### config.mk
export PLATFORM = sky130hd
export DESIGN_NAME = zero_padded_box_window_sum_top
export DESIGN_NICKNAME = d
export VERILOG_FILES = /design/src/rtl/zpbws_pkg.sv /design/src/rtl/zero_padded_box_window_sum_top.sv /design/src/rtl/zpbws_cmd_fifo.sv /design/src/rtl/zpbws_front.sv /design/src/rtl/zpbws_back.sv
export SDC_FILE = /design/constraint.sdc
export NUM_CORES = 2
export LEC_CHECK = 0
export BUFFER_PORTS_ARGS = -buffer_cell sky130_fd_sc_hd__clkbuf_2
export CAP_MARGIN = 15
export CORE_MARGIN = 8
export CORE_UTILIZATION = 45
export CTS_BUF_LIST = sky130_fd_sc_hd__clkbuf_4
export CTS_CLUSTER_SIZE = 16
export DETAILED_ROUTE_END_ITERATION = 10
export MAX_ROUTING_LAYER = met4
export PLACE_DENSITY = 0.59
export SLEW_MARGIN = 20
export SYNTH_ARGS = -nofsm -noshare
export SYNTH_HDL_FRONTEND = slang
export SYNTH_SLANG_ARGS = --single-unit
### constraint.sdc
create_clock -name clk -period 35.7 [get_ports clk]
set_input_delay 1.785 -clock clk [delete_from_list [all_inputs] [get_ports clk]]
set_output_delay 1.785 -clock clk [all_outputs]
set_load 0.02 [all_outputs]
### src/rtl/zpbws_pkg.sv
// ----------------------------------------------------------------------------
// zpbws_pkg
// Shared types and constants for the zero-padded box window sum block.
// ----------------------------------------------------------------------------
package zpbws_pkg;

  localparam int SAMPLE_W   = 32;
  localparam int HALF_W     = 4;
  localparam logic [HALF_W-1:0] HALF_RESET = HALF_W'(1);
  localparam int HALF_LIMIT = 15;   // largest value the register can hold
  localparam int CMD_DEPTH  = 4;

  typedef enum logic [1:0] {
    FS_IDLE,
    FS_FLUSH,
    FS_RESUM
  } front_state_t;

  // One step for the accumulator: sum = (clr_sum ? 0 : sum) + add_val - sub_val
  typedef struct packed {
    logic signed [SAMPLE_W-1:0] add_val;
    logic signed [SAMPLE_W-1:0] sub_val;
    logic                       clr_sum;
    logic                       emit;
    logic                       eos_final;
  } cmd_t;

endpackage

### src/rtl/zero_padded_box_window_sum_top.sv
// Each accepted sample queues a command in the FIFO; its result is then registered.
// Throughput: one sample per cycle while idle, no config pending and the FIFO has room.
// End of stream: min(samples_seen, h)+1 results; input is held off for all but the first.
// A half_width write starts a re-sum of window entries 0..2h, input held off meanwhile.
// Reset (synchronous, rst high): delay line, running sum and counters clear, half_width = 1.
// ----------------------------------------------------------------------------
// zero_padded_box_window_sum_top
// Zero-padded moving box sum over a stream of signed samples.
// ----------------------------------------------------------------------------
module zero_padded_box_window_sum_top #(
  parameter  int MAX_HALF_WIDTH = 15,
  localparam int LINE_DEPTH     = 2 * MAX_HALF_WIDTH + 1,
  localparam int SUM_W          = zpbws_pkg::SAMPLE_W + $clog2(LINE_DEPTH + 1)
) (
  input  logic                                  clk,
  input  logic                                  rst,
  input  logic                                  cfg_valid,
  output logic                                  cfg_ready,
  input  logic [zpbws_pkg::HALF_W-1:0]          cfg_data,
  input  logic                                  push,
  output logic                                  full,
  input  logic signed [zpbws_pkg::SAMPLE_W-1:0] sample,
  input  logic                                  end_of_stream,
  output logic                                  empty,
  input  logic                                  pop,
  output logic signed [SUM_W-1:0]               window_sum,
  output logic                                  final_result
);

  zpbws_pkg::cmd_t cmd_in;
  zpbws_pkg::cmd_t cmd_out;
  logic            cmd_push;
  logic            cmd_full;
  logic            cmd_pop;
  logic            cmd_empty;

  zpbws_front #(
    .MAX_HALF_WIDTH(MAX_HALF_WIDTH)
  ) u_front (
    .clk          (clk),
    .rst          (rst),
    .cfg_valid    (cfg_valid),
    .cfg_ready    (cfg_ready),
    .cfg_data     (cfg_data),
    .push         (push),
    .full         (full),
    .sample       (sample),
    .end_of_stream(end_of_stream),
    .cmd_full     (cmd_full),
    .cmd_push     (cmd_push),
    .cmd          (cmd_in)
  );

  zpbws_cmd_fifo u_fifo (
    .clk    (clk),
    .rst    (rst),
    .wr_en  (cmd_push),
    .wr_data(cmd_in),
    .full_o (cmd_full),
    .rd_en  (cmd_pop),
    .rd_data(cmd_out),
    .empty_o(cmd_empty)
  );

  zpbws_back #(
    .SUM_W(SUM_W)
  ) u_back (
    .clk         (clk),
    .rst         (rst),
    .cmd_empty   (cmd_empty),
    .cmd         (cmd_out),
    .cmd_pop     (cmd_pop),
    .empty       (empty),
    .pop         (pop),
    .window_sum  (window_sum),
    .final_result(final_result)
  );

  // a config transaction starts the re-sum pass, which holds off samples
  a_cfg_blocks_input: assert property (@(posedge clk) disable iff (rst)
    (cfg_valid && cfg_ready) |=> full)
    else $error("sample input open during window re-sum");

  // the command closing a stream returns the sequencer to idle
  a_final_cmd_idle: assert property (@(posedge clk) disable iff (rst)
    (cmd_push && cmd_in.eos_final) |=> cfg_ready)
    else $error("sequencer busy after end-of-stream command");

  // a mid-stream sample never starts a flush or re-sum
  a_normal_stays_idle: assert property (@(posedge clk) disable iff (rst)
    (push && !full && !end_of_stream) |=> cfg_ready)
    else $error("sequencer left idle on a mid-stream sample");

  // every accepted sample issues exactly one command
  a_sample_issues_cmd: assert property (@(posedge clk) disable iff (rst)
    (push && !full) |-> (cmd_push && !cmd_full))
    else $error("accepted sample issued no command");

endmodule

### src/rtl/zpbws_cmd_fifo.sv
// ----------------------------------------------------------------------------
// zpbws_cmd_fifo
// Short command queue between the front sequencer and the accumulator.
// ----------------------------------------------------------------------------
module zpbws_cmd_fifo (
  input  logic            clk,
  input  logic            rst,
  input  logic            wr_en,
  input  zpbws_pkg::cmd_t wr_data,
  output logic            full_o,
  input  logic            rd_en,
  output zpbws_pkg::cmd_t rd_data,
  output logic            empty_o
);

  localparam int PW = (zpbws_pkg::CMD_DEPTH > 1) ? $clog2(zpbws_pkg::CMD_DEPTH) : 1;
  localparam int CW = $clog2(zpbws_pkg::CMD_DEPTH + 1);

  zpbws_pkg::cmd_t entries [zpbws_pkg::CMD_DEPTH];
  logic [PW-1:0]   wr_ptr;
  logic [PW-1:0]   rd_ptr;
  logic [CW-1:0]   count;
  logic            do_wr;
  logic            do_rd;

  assign full_o  = (count == CW'(zpbws_pkg::CMD_DEPTH));
  assign empty_o = (count == '0);
  assign do_wr   = wr_en && !full_o;
  assign do_rd   = rd_en && !empty_o;
  assign rd_data = entries[rd_ptr];

  always_ff @(posedge clk) begin
    if (do_wr) begin
      entries[wr_ptr] <= wr_data;
    end
  end

  always_ff @(posedge clk) begin
    if (rst) begin
      wr_ptr <= '0;
      rd_ptr <= '0;
      count  <= '0;
    end else begin
      if (do_wr) begin
        wr_ptr <= (wr_ptr == PW'(zpbws_pkg::CMD_DEPTH - 1)) ? '0 : wr_ptr + 1'b1;
      end
      if (do_rd) begin
        rd_ptr <= (rd_ptr == PW'(zpbws_pkg::CMD_DEPTH - 1)) ? '0 : rd_ptr + 1'b1;
      end
      if (do_wr && !do_rd) begin
        count <= count + 1'b1;
      end else if (do_rd && !do_wr) begin
        count <= count - 1'b1;
      end
    end
  end

endmodule

### src/rtl/zpbws_front.sv
// ----------------------------------------------------------------------------
// zpbws_front
// Accepts samples, keeps the delay line and stream position, and issues
// accumulator commands: one per sample, a flush walk at end of stream and
// a window re-sum after a half-width write.
// ----------------------------------------------------------------------------
module zpbws_front #(
  parameter int MAX_HALF_WIDTH = 15
) (
  input  logic                               clk,
  input  logic                               rst,
  input  logic                               cfg_valid,
  output logic                               cfg_ready,
  input  logic [zpbws_pkg::HALF_W-1:0]       cfg_data,
  input  logic                               push,
  output logic                               full,
  input  logic signed [zpbws_pkg::SAMPLE_W-1:0] sample,
  input  logic                               end_of_stream,
  input  logic                               cmd_full,
  output logic                               cmd_push,
  output zpbws_pkg::cmd_t                    cmd
);

  localparam int LINE_DEPTH = 2 * MAX_HALF_WIDTH + 1;
  localparam int IW         = $clog2(LINE_DEPTH + 1);

  logic signed [zpbws_pkg::SAMPLE_W-1:0] line [LINE_DEPTH];
  logic [zpbws_pkg::HALF_W-1:0] half_width;
  zpbws_pkg::front_state_t      state;
  zpbws_pkg::front_state_t      state_next;
  logic [IW-1:0]                cnt;
  logic [IW-1:0]                cnt_next;
  logic [IW-1:0]                seen;
  logic [IW-1:0]                seen_next;
  logic [IW-1:0]                h;
  logic [IW-1:0]                top;
  logic [IW-1:0]                rd_addr;
  logic signed [zpbws_pkg::SAMPLE_W-1:0] line_rd;
  logic                         in_acc;
  logic                         cfg_wr;
  logic                         shift_en;
  logic                         clear_en;

  always_comb begin
    if ((MAX_HALF_WIDTH < zpbws_pkg::HALF_LIMIT) && (int'(half_width) > MAX_HALF_WIDTH)) begin
      h = IW'(MAX_HALF_WIDTH);
    end else begin
      h = IW'(half_width);
    end
  end

  assign top       = (seen < h) ? seen : h;
  assign cfg_ready = (state == zpbws_pkg::FS_IDLE);
  assign cfg_wr    = cfg_valid && cfg_ready;
  // a pending configuration write wins over a sample
  assign full      = !((state == zpbws_pkg::FS_IDLE) && !cmd_full && !cfg_valid);
  assign in_acc    = push && !full;
  assign line_rd   = line[rd_addr];

  always_ff @(posedge clk) begin
    if (rst) begin
      state      <= zpbws_pkg::FS_IDLE;
      cnt        <= '0;
      seen       <= '0;
      half_width <= zpbws_pkg::HALF_RESET;
    end else begin
      state <= state_next;
      cnt   <= cnt_next;
      seen  <= seen_next;
      if (cfg_wr) begin
        half_width <= cfg_data;
      end
    end
  end

  always_ff @(posedge clk) begin
    if (rst || clear_en) begin
      for (int k = 0; k < LINE_DEPTH; k++) begin
        line[k] <= '0;
      end
    end else if (shift_en) begin
      line[0] <= sample;
      for (int k = 1; k < LINE_DEPTH; k++) begin
        line[k] <= line[k-1];
      end
    end
  end

  always_comb begin
    state_next = state;
    cnt_next   = cnt;
    seen_next  = seen;
    rd_addr    = IW'(2) * h;
    cmd_push   = 1'b0;
    cmd        = '0;
    shift_en   = 1'b0;
    clear_en   = 1'b0;
    case (state)
      zpbws_pkg::FS_IDLE: begin
        if (cfg_wr) begin
          state_next = zpbws_pkg::FS_RESUM;
          cnt_next   = '0;
        end else if (in_acc) begin
          // entry 2h leaves the window as the new sample enters
          rd_addr       = IW'(2) * h;
          cmd.add_val   = sample;
          cmd.sub_val   = line_rd;
          cmd.emit      = end_of_stream || (seen >= h);
          cmd.eos_final = end_of_stream && (top == '0);
          cmd_push      = 1'b1;
          shift_en      = 1'b1;
          if (end_of_stream) begin
            seen_next = '0;
            if (top == '0) begin
              clear_en = 1'b1;
            end else begin
              state_next = zpbws_pkg::FS_FLUSH;
              cnt_next   = top;
            end
          end else if (seen != IW'(MAX_HALF_WIDTH)) begin
            seen_next = seen + 1'b1;
          end
        end
      end
      zpbws_pkg::FS_FLUSH: begin
        // window for the next position drops its oldest entry cnt+h
        rd_addr = cnt + h;
        if (!cmd_full) begin
          cmd.sub_val   = line_rd;
          cmd.emit      = 1'b1;
          cmd.eos_final = (cnt == IW'(1));
          cmd_push      = 1'b1;
          cnt_next      = cnt - 1'b1;
          if (cnt == IW'(1)) begin
            clear_en   = 1'b1;
            state_next = zpbws_pkg::FS_IDLE;
          end
        end
      end
      zpbws_pkg::FS_RESUM: begin
        // rebuild the running sum over entries 0..2h
        rd_addr = cnt;
        if (!cmd_full) begin
          cmd.add_val = line_rd;
          cmd.clr_sum = (cnt == '0);
          cmd_push    = 1'b1;
          if (cnt == IW'(2) * h) begin
            state_next = zpbws_pkg::FS_IDLE;
          end else begin
            cnt_next = cnt + 1'b1;
          end
        end
      end
      default: begin
        state_next = zpbws_pkg::FS_IDLE;
      end
    endcase
  end

endmodule

### src/rtl/zpbws_back.sv
// ----------------------------------------------------------------------------
// zpbws_back
// Running-sum accumulator; executes queued commands and holds one result
// in an output register.
// ----------------------------------------------------------------------------
module zpbws_back #(
  parameter int SUM_W = 37
) (
  input  logic                    clk,
  input  logic                    rst,
  input  logic                    cmd_empty,
  input  zpbws_pkg::cmd_t         cmd,
  output logic                    cmd_pop,
  output logic                    empty,
  input  logic                    pop,
  output logic signed [SUM_W-1:0] window_sum,
  output logic                    final_result
);

  localparam int EXT_W = SUM_W - zpbws_pkg::SAMPLE_W;

  logic signed [SUM_W-1:0] run_sum;
  logic signed [SUM_W-1:0] base;
  logic signed [SUM_W-1:0] sum_next;
  logic                    out_valid;
  logic                    out_pop;

  assign empty   = !out_valid;
  assign out_pop = pop && out_valid;
  // a command that emits needs the output register free or draining
  assign cmd_pop = !cmd_empty && (!cmd.emit || !out_valid || pop);

  assign base     = cmd.clr_sum ? '0 : run_sum;
  assign sum_next = base
                  + {{EXT_W{cmd.add_val[zpbws_pkg::SAMPLE_W-1]}}, cmd.add_val}
                  - {{EXT_W{cmd.sub_val[zpbws_pkg::SAMPLE_W-1]}}, cmd.sub_val};

  always_ff @(posedge clk) begin
    if (rst) begin
      run_sum   <= '0;
      out_valid <= 1'b0;
    end else begin
      if (cmd_pop) begin
        run_sum <= cmd.eos_final ? '0 : sum_next;
      end
      if (cmd_pop && cmd.emit) begin
        out_valid <= 1'b1;
      end else if (out_pop) begin
        out_valid <= 1'b0;
      end
    end
  end

  always_ff @(posedge clk) begin
    if (cmd_pop && cmd.emit) begin
      window_sum   <= sum_next;
      final_result <= cmd.eos_final;
    end
  end

endmodule

## Word-level counts from Yosys, hierarchy flattened

Memory sizes are Yosys's and may differ from the RTL's. A register that Yosys moved wholly into a read port is not among the register bits.
Cells that the tools add are included.
W data, S select, Z words.

| storage, ports and cells | value |
|---|---|
| flip-flop bits (word level) | 99 |
| memory bits (writable) | 1,260 |
| bits of input ports | 42 |
| output and inout port bits | 41 |
| word-level logic and storage cells | 201 |
| memories | 2 |

Memory list:

| memory | depth | bits a word | read ports | clocked after Yosys merged registers in | wr ports | RTL line | source |
|---|---|---|---|---|---|---|---|
| u_front.line | 31 | 32 | 31 | 0 | 31 | zpbws_front.sv:27 | `logic signed [zpbws_pkg::SAMPLE_W-1:0] line [LINE_DEPTH];` |
| u_fifo.entries | 4 | 67 | 1 | 1 | 1 | zpbws_cmd_fifo.sv:19 | `zpbws_pkg::cmd_t entries [zpbws_pkg::CMD_DEPTH];` |

| cells by class | value |
|---|---|
| $add $sub $neg | 10 |
| $lt $le $gt $ge | 2 |
| equality and inequality tests | 16 |
| multiplexer cells | 92 |
| bitwise logic cells | 32 |
| reduce and logical (&&, ||, !) cells | 36 |

Operators with widths:

| kind | number |
|---|---|
| $mux W32 | 32 |
| $mux W64 | 2 |
| $pmux W32 S2 | 2 |
| $mux W37 | 2 |
| $mux W5 | 10 |
| $add A37 B37 Y37 | 1 |
| $sub A37 B37 Y37 | 1 |
| $or A1 B1 Y1 | 31 |
| $mux W2 | 15 |
| $mux W1 | 21 |
| $pmux W5 S3 | 1 |
| $reduce_and A7 Y1 | 2 |
| $logic_and A1 B1 Y1 | 12 |
| $add A5 B1 Y5 const B | 2 |
| $logic_not A5 Y1 | 2 |
| $pmux W5 S2 | 1 |
| $ne A3 B3 Y1 const B | 3 |
| $logic_not A1 Y1 | 8 |
| $eq A2 B2 Y1 const B | 3 |
| $mux W3 | 2 |
| $ne A2 B2 Y1 const B | 3 |
| $pmux W2 S3 | 1 |
| $reduce_bool A2 Y1 | 3 |
| $add A5 B4 Y5 | 1 |
| 21 further kinds | 27 |

## Depth between registers and ports, before layout

| logic depth | value |
|---|---|
| depth after elaboration | 13 |
| gate-level depth with buffers | 19 |
| gate-level depth less buffers | 18 |

## Modules after synthesis

A second synthesis with hierarchy kept.

| second synthesis, totals | value |
|---|---|
| cell total of the unflattened synthesis | 4,910 |
| area total of the unflattened synthesis | 63,524.7 µm² |

By module, submodules not included:

| module | times used | cells each | area an instance (µm²) | seq. area each (µm²) |
|---|---|---|---|---|
| zpbws_front | 1 | 3,853 | 47,366.7 | 30,108.9 |
| zpbws_cmd_fifo | 1 | 400 | 10,172.3 | 8,227.9 |
| zpbws_back | 1 | 657 | 5,985.7 | 1,901.8 |

## Least setup slack after synthesis

OpenSTA, ideal clock, no wires.

| timing path | value |
|---|---|
| path type | input to register |
| from | in cfg_valid |
| to | mem u_front.line[0][0] in the netlist's numbering (enable) |
| library setup time | 6,853 ps |
| arrival time | 19,088 ps |
| data required time | 28,847 ps |
| setup slack | 9,759 ps |
| stages on the path | 9 |
| buffers on the path | 3 |
| cells stage by stage | nor2b_1 -> and3_1 -> clkbuf_1 -> nand3_1 -> o21ai_2 -> nor2_1 -> clkbuf_1 -> clkbuf_1 -> nand2_1 |

RTL lines:

| item | RTL line | source |
|---|---|---|
| from (decl) | zero_padded_box_window_sum_top.sv:17 | `input logic cfg_valid,` |
| to (decl) | zpbws_front.sv:27 |  |

==> summary.txt <==
Worst setup path
  – Kind of end point of the critical path: register
  – Buffering stage count on the worst path with inverters included: 6
  – CP Launch Type: register
  – Crit path required time: 36.54 ns
  – Ordered list of cells on the worst path: inv_1 -> ha_1 -> nand3_1 -> o221ai_2 -> mux2i_1 -> a21oi_1 -> nand3_1 -> o21ai_2 -> nor2_4 -> buf_4 -> nand2_4 -> buf_12 -> buf_4 -> buf_4 -> buf_12
  – Longest individual stage delay on the worst path: 0.90 ns
  – Setup Crit Path Kind: register to register
  – Crit-path leading delay family: buffers and inverters
  – Arrival time worst endpoint: 8.01 ns
  – Standard cell with the maximum stage delay on the critical path: buf_4
  – Most common cell type on the critical path: buf_4
  – Maximum net fanout on the critical path: 183

Finish
  – Final layout net count: 5773
  – Ratio of cells with drive above 1 in the final layout: 0.149
  – Most frequent cells in the layout: 1298 x edfxtp_1, 1141 x nand2_1, 709 x and3_1
  – Filler instances: 13096
  – Final cell utilization of the core: 0.494
  – Area added between synthesis and finish: 9.47%
  – Most frequent standard cell in the layout excluding fill and tap cells: edfxtp_1
  – Combined area of the multi-input logic cells: 0.0219 mm^2
  – Sequential cell area: 0.0402 mm^2

Floorplan
  – Horizontal die dimension: 394 um
  – Vertical die dimension: 394 um
  – Starting density of the core: 0.451
  – Area of the placeable core: 0.143 mm^2
  – Number of rows in the core area: 139
  – Die Outline Area: 0.156 mm^2
  – Top-level port count: 83

CTS
  – Number of levels the H-tree was split into: 5
  – Clock buffers created by TritonCTS: 370
  – CTS tree: built
  – Max clock buf depth: 4
  – Clock Sink Count: 1361
  – Worst-path clk slew: 0.06 ns
  – Gates resized, CTS repair: 0
  – Skew-Pair Late Insertion Delay: 1.30 ns
  – CTS Root Buffer Type: clkbuf_4
  – # Post-CTS Setup Buffers: 0
  – Number of hold-repair buffers added at the cts stage: 0

STA
  – Fmax achieved: 139 MHz
  – Number of pins with negative max-slew slack in the final report: 0
  – Worst Hold Margin: 0.461 ns
  – Final cycle utilization of the critical path: 0.201
  – # setup viols final: 0
  – Headroom to the max-slew limit: 0.154
  – Setup total negative slack: 0 ns
  – Tightest Pin Transition: 1.27 ns
  – Number of hold violations in the final report: 0
  – Shortest period the worst path allows: 7.17 ns
  – Post-route worst setup slack: 28.53 ns
  – RSZ-0062 raised after global routing: no
  – Final worst clock skew: 0.131 ns

Drt
  – Detailed Routing Iterations Pass 1: 5
  – Avg WL per Cell: 20.6 um
  – Detailed-route via count: 43722
  – Post-detailed-route DRC marker count: 0
  – Number of nets still failing antenna checks after routing: 0
  – Post-detailed-routing wire length: 161 mm
  – Avg Vias per Cell: 5.60
  – Initial DRC count: 4147

Place
  – Last weighted congestion value of the routability-driven placer: 0.864
  – Count of input and output buffers: 82
  – Detailed placement HPWL: 86.7 mm
  – Worst setup slack before clock tree synthesis: 27.20 ns

Logic synthesis
  – EDFF count, synth: 1298
  – Synth cell types: 69
  – Post-synth ARST share: 0
  – Yosys warns: 0
  – Synth area leaders: edfxtp_1 60%, and3_1 6.9%, nand2_1 6.7%
  – Mapped cell area: 0.0645 mm^2
  – Mapped Nets: 5692
  – Top_reg_cell synth: edfxtp_1
  – Synthesized area per cell: 11.6 um^2
  – Largest area contributor in the netlist: edfxtp_1
  – Number of register bits inferred by synthesis: 1361
  – Portion of the post-synthesis area used by sequential elements: 0.624
  – Number of standard cells after synthesis: 5550
  – Share of the synthesized area in the top cell type: 0.605

Power and ir drop
  – Total leakage power: 28.5 nW
  – Power per unit of standard cell area: 98.8 mW/mm^2
  – VDD IR-drop max: 0.0000916 V

GRT
  – Initial antenna violation count: 2
  – Remaining Overflow, GRT: 0
  – Pin count of the biggest net entering global routing: 291
  – Total routing resource utilization after global routing: 0.206
  – Global-route wire length before repair: 251 mm
  – Via count of the first global-routing pass: 42770

Status
  – Status: finished clean

Flow run
  – Maximum capacitance violations: 0

Worst hold path
  – Worst hold path type: register to register
## metal layers
layer  up-vias  global-route usage  share of wire
met3       293              0.0434          0.068
met1     21725               0.291           0.47
met4         0              0.0649          0.022
met2      1399               0.300           0.44
li1      20305                   -              -
met5         -                   -              0
## Yosys cell counts (16+ instances only)
library cell	count
edfxtp_1	1298
nand2_1	1143
and3_1	710
and2_1	429
clkbuf_1	307
nand3_1	235
nor2_1	201
a31oi_1	164
inv_1	122
a21oi_1	99
buf_2	73
a311oi_1	66
mux4_2	66
dfxtp_1	63
ha_1	62
mux2_2	56
a22oi_1	46
nor3_1	46
fa_1	38
or3_1	33
xnor2_1	31
buf_4	29
o21ai_0	27
a21o_1	26
a22o_1	19
buf_1	17
xor2_1	16
## flip-flops by register name, indices dropped and copies added, names as in the netlist, named ones only
register	count
u_back.final_result	1
u_back.out_valid	1
u_back.run_sum	37
u_back.window_sum	37
u_fifo.count	3
u_fifo.entries	268
u_fifo.rd_ptr	2
u_fifo.wr_ptr	2
u_front.cnt	5
u_front.half_width	4
u_front.line	992
u_front.seen	5
u_front.state	2
## path summary, 6_finish.rpt
check / from / to / slack, ns / depth (start not counted)
setup reg to reg: u_front.half_width[1]$_SDFFE_PP0P_ / u_front.line[16][15]$_SDFFCE_PN0P_ / 28.53 / 15
setup / recovery: u_front.half_width[1]$_SDFFE_PP0P_ / u_front.line[16][15]$_SDFFCE_PN0P_ / 28.53 / 15
hold reg to reg: u_front.line[27][7]$_SDFFCE_PP0P_ / u_front.line[28][7]$_SDFFCE_PP0P_ / 0.46 / 1
hold / removal: u_front.line[27][7]$_SDFFCE_PP0P_ / u_front.line[28][7]$_SDFFCE_PP0P_ / 0.46 / 1
## cell families (layout without fill, tap and decap cells)
family	count (synthesis)	count (layout)	share of synthesized area
buf+inv	564	909	0.0377
other cells	0	14	0
xor+xnor	47	47	0.00639
fa+ha+maj	100	100	0.0238
flops	1361	1361	0.624
simple gates	2830	2830	0.217
mux	147	147	0.0369
compound gates	501	501	0.0534
## worst reg2reg max path: stages (launching register included)
cell	delay, ns
dfxtp_1	0.54
inv_1	0.09
ha_1	0.29
nand3_1	0.12
o221ai_2	0.42
mux2i_1	0.15
a21oi_1	0.17
nand3_1	0.13
o21ai_2	0.20
nor2_4	0.04
buf_4	0.36
nand2_4	0.79
buf_12	0.65
buf_4	1.04
buf_4	0.84
buf_12	0.74
## power breakdown
group	switching (mW)	total [mW]	internal [mW]
Combinational	2.10	3.16	1.06
Sequential	0.152	2.44	2.29
Clock	0.653	1.36	0.707
Total	2.91	6.97	4.06
## layout make-up
cell class / instances / share of cell area
sequential: 1361 / 0.570
multi-input combinational: 3625 / 0.310
clock buffer: 542 / 0.0577
tap: 1903 / 0.0337
timing repair buffer: 150 / 0.0146
inverter: 123 / 0.00654
clock inverter: 94 / 0.00612
antenna: 14 / 0.000496
## metrics by stage
step	power, mW	instance area (um^2)	cells
after global placement	5.61	66000	7161
after detailed placement	5.63	66000	7161
final	6.97	70600	7812
after CTS	7.03	70500	7797
after floorplan	4.97	64500	5550
after global routing	7.45	70600	7811
No activity file was read; power rests on OpenSTA's default activity.
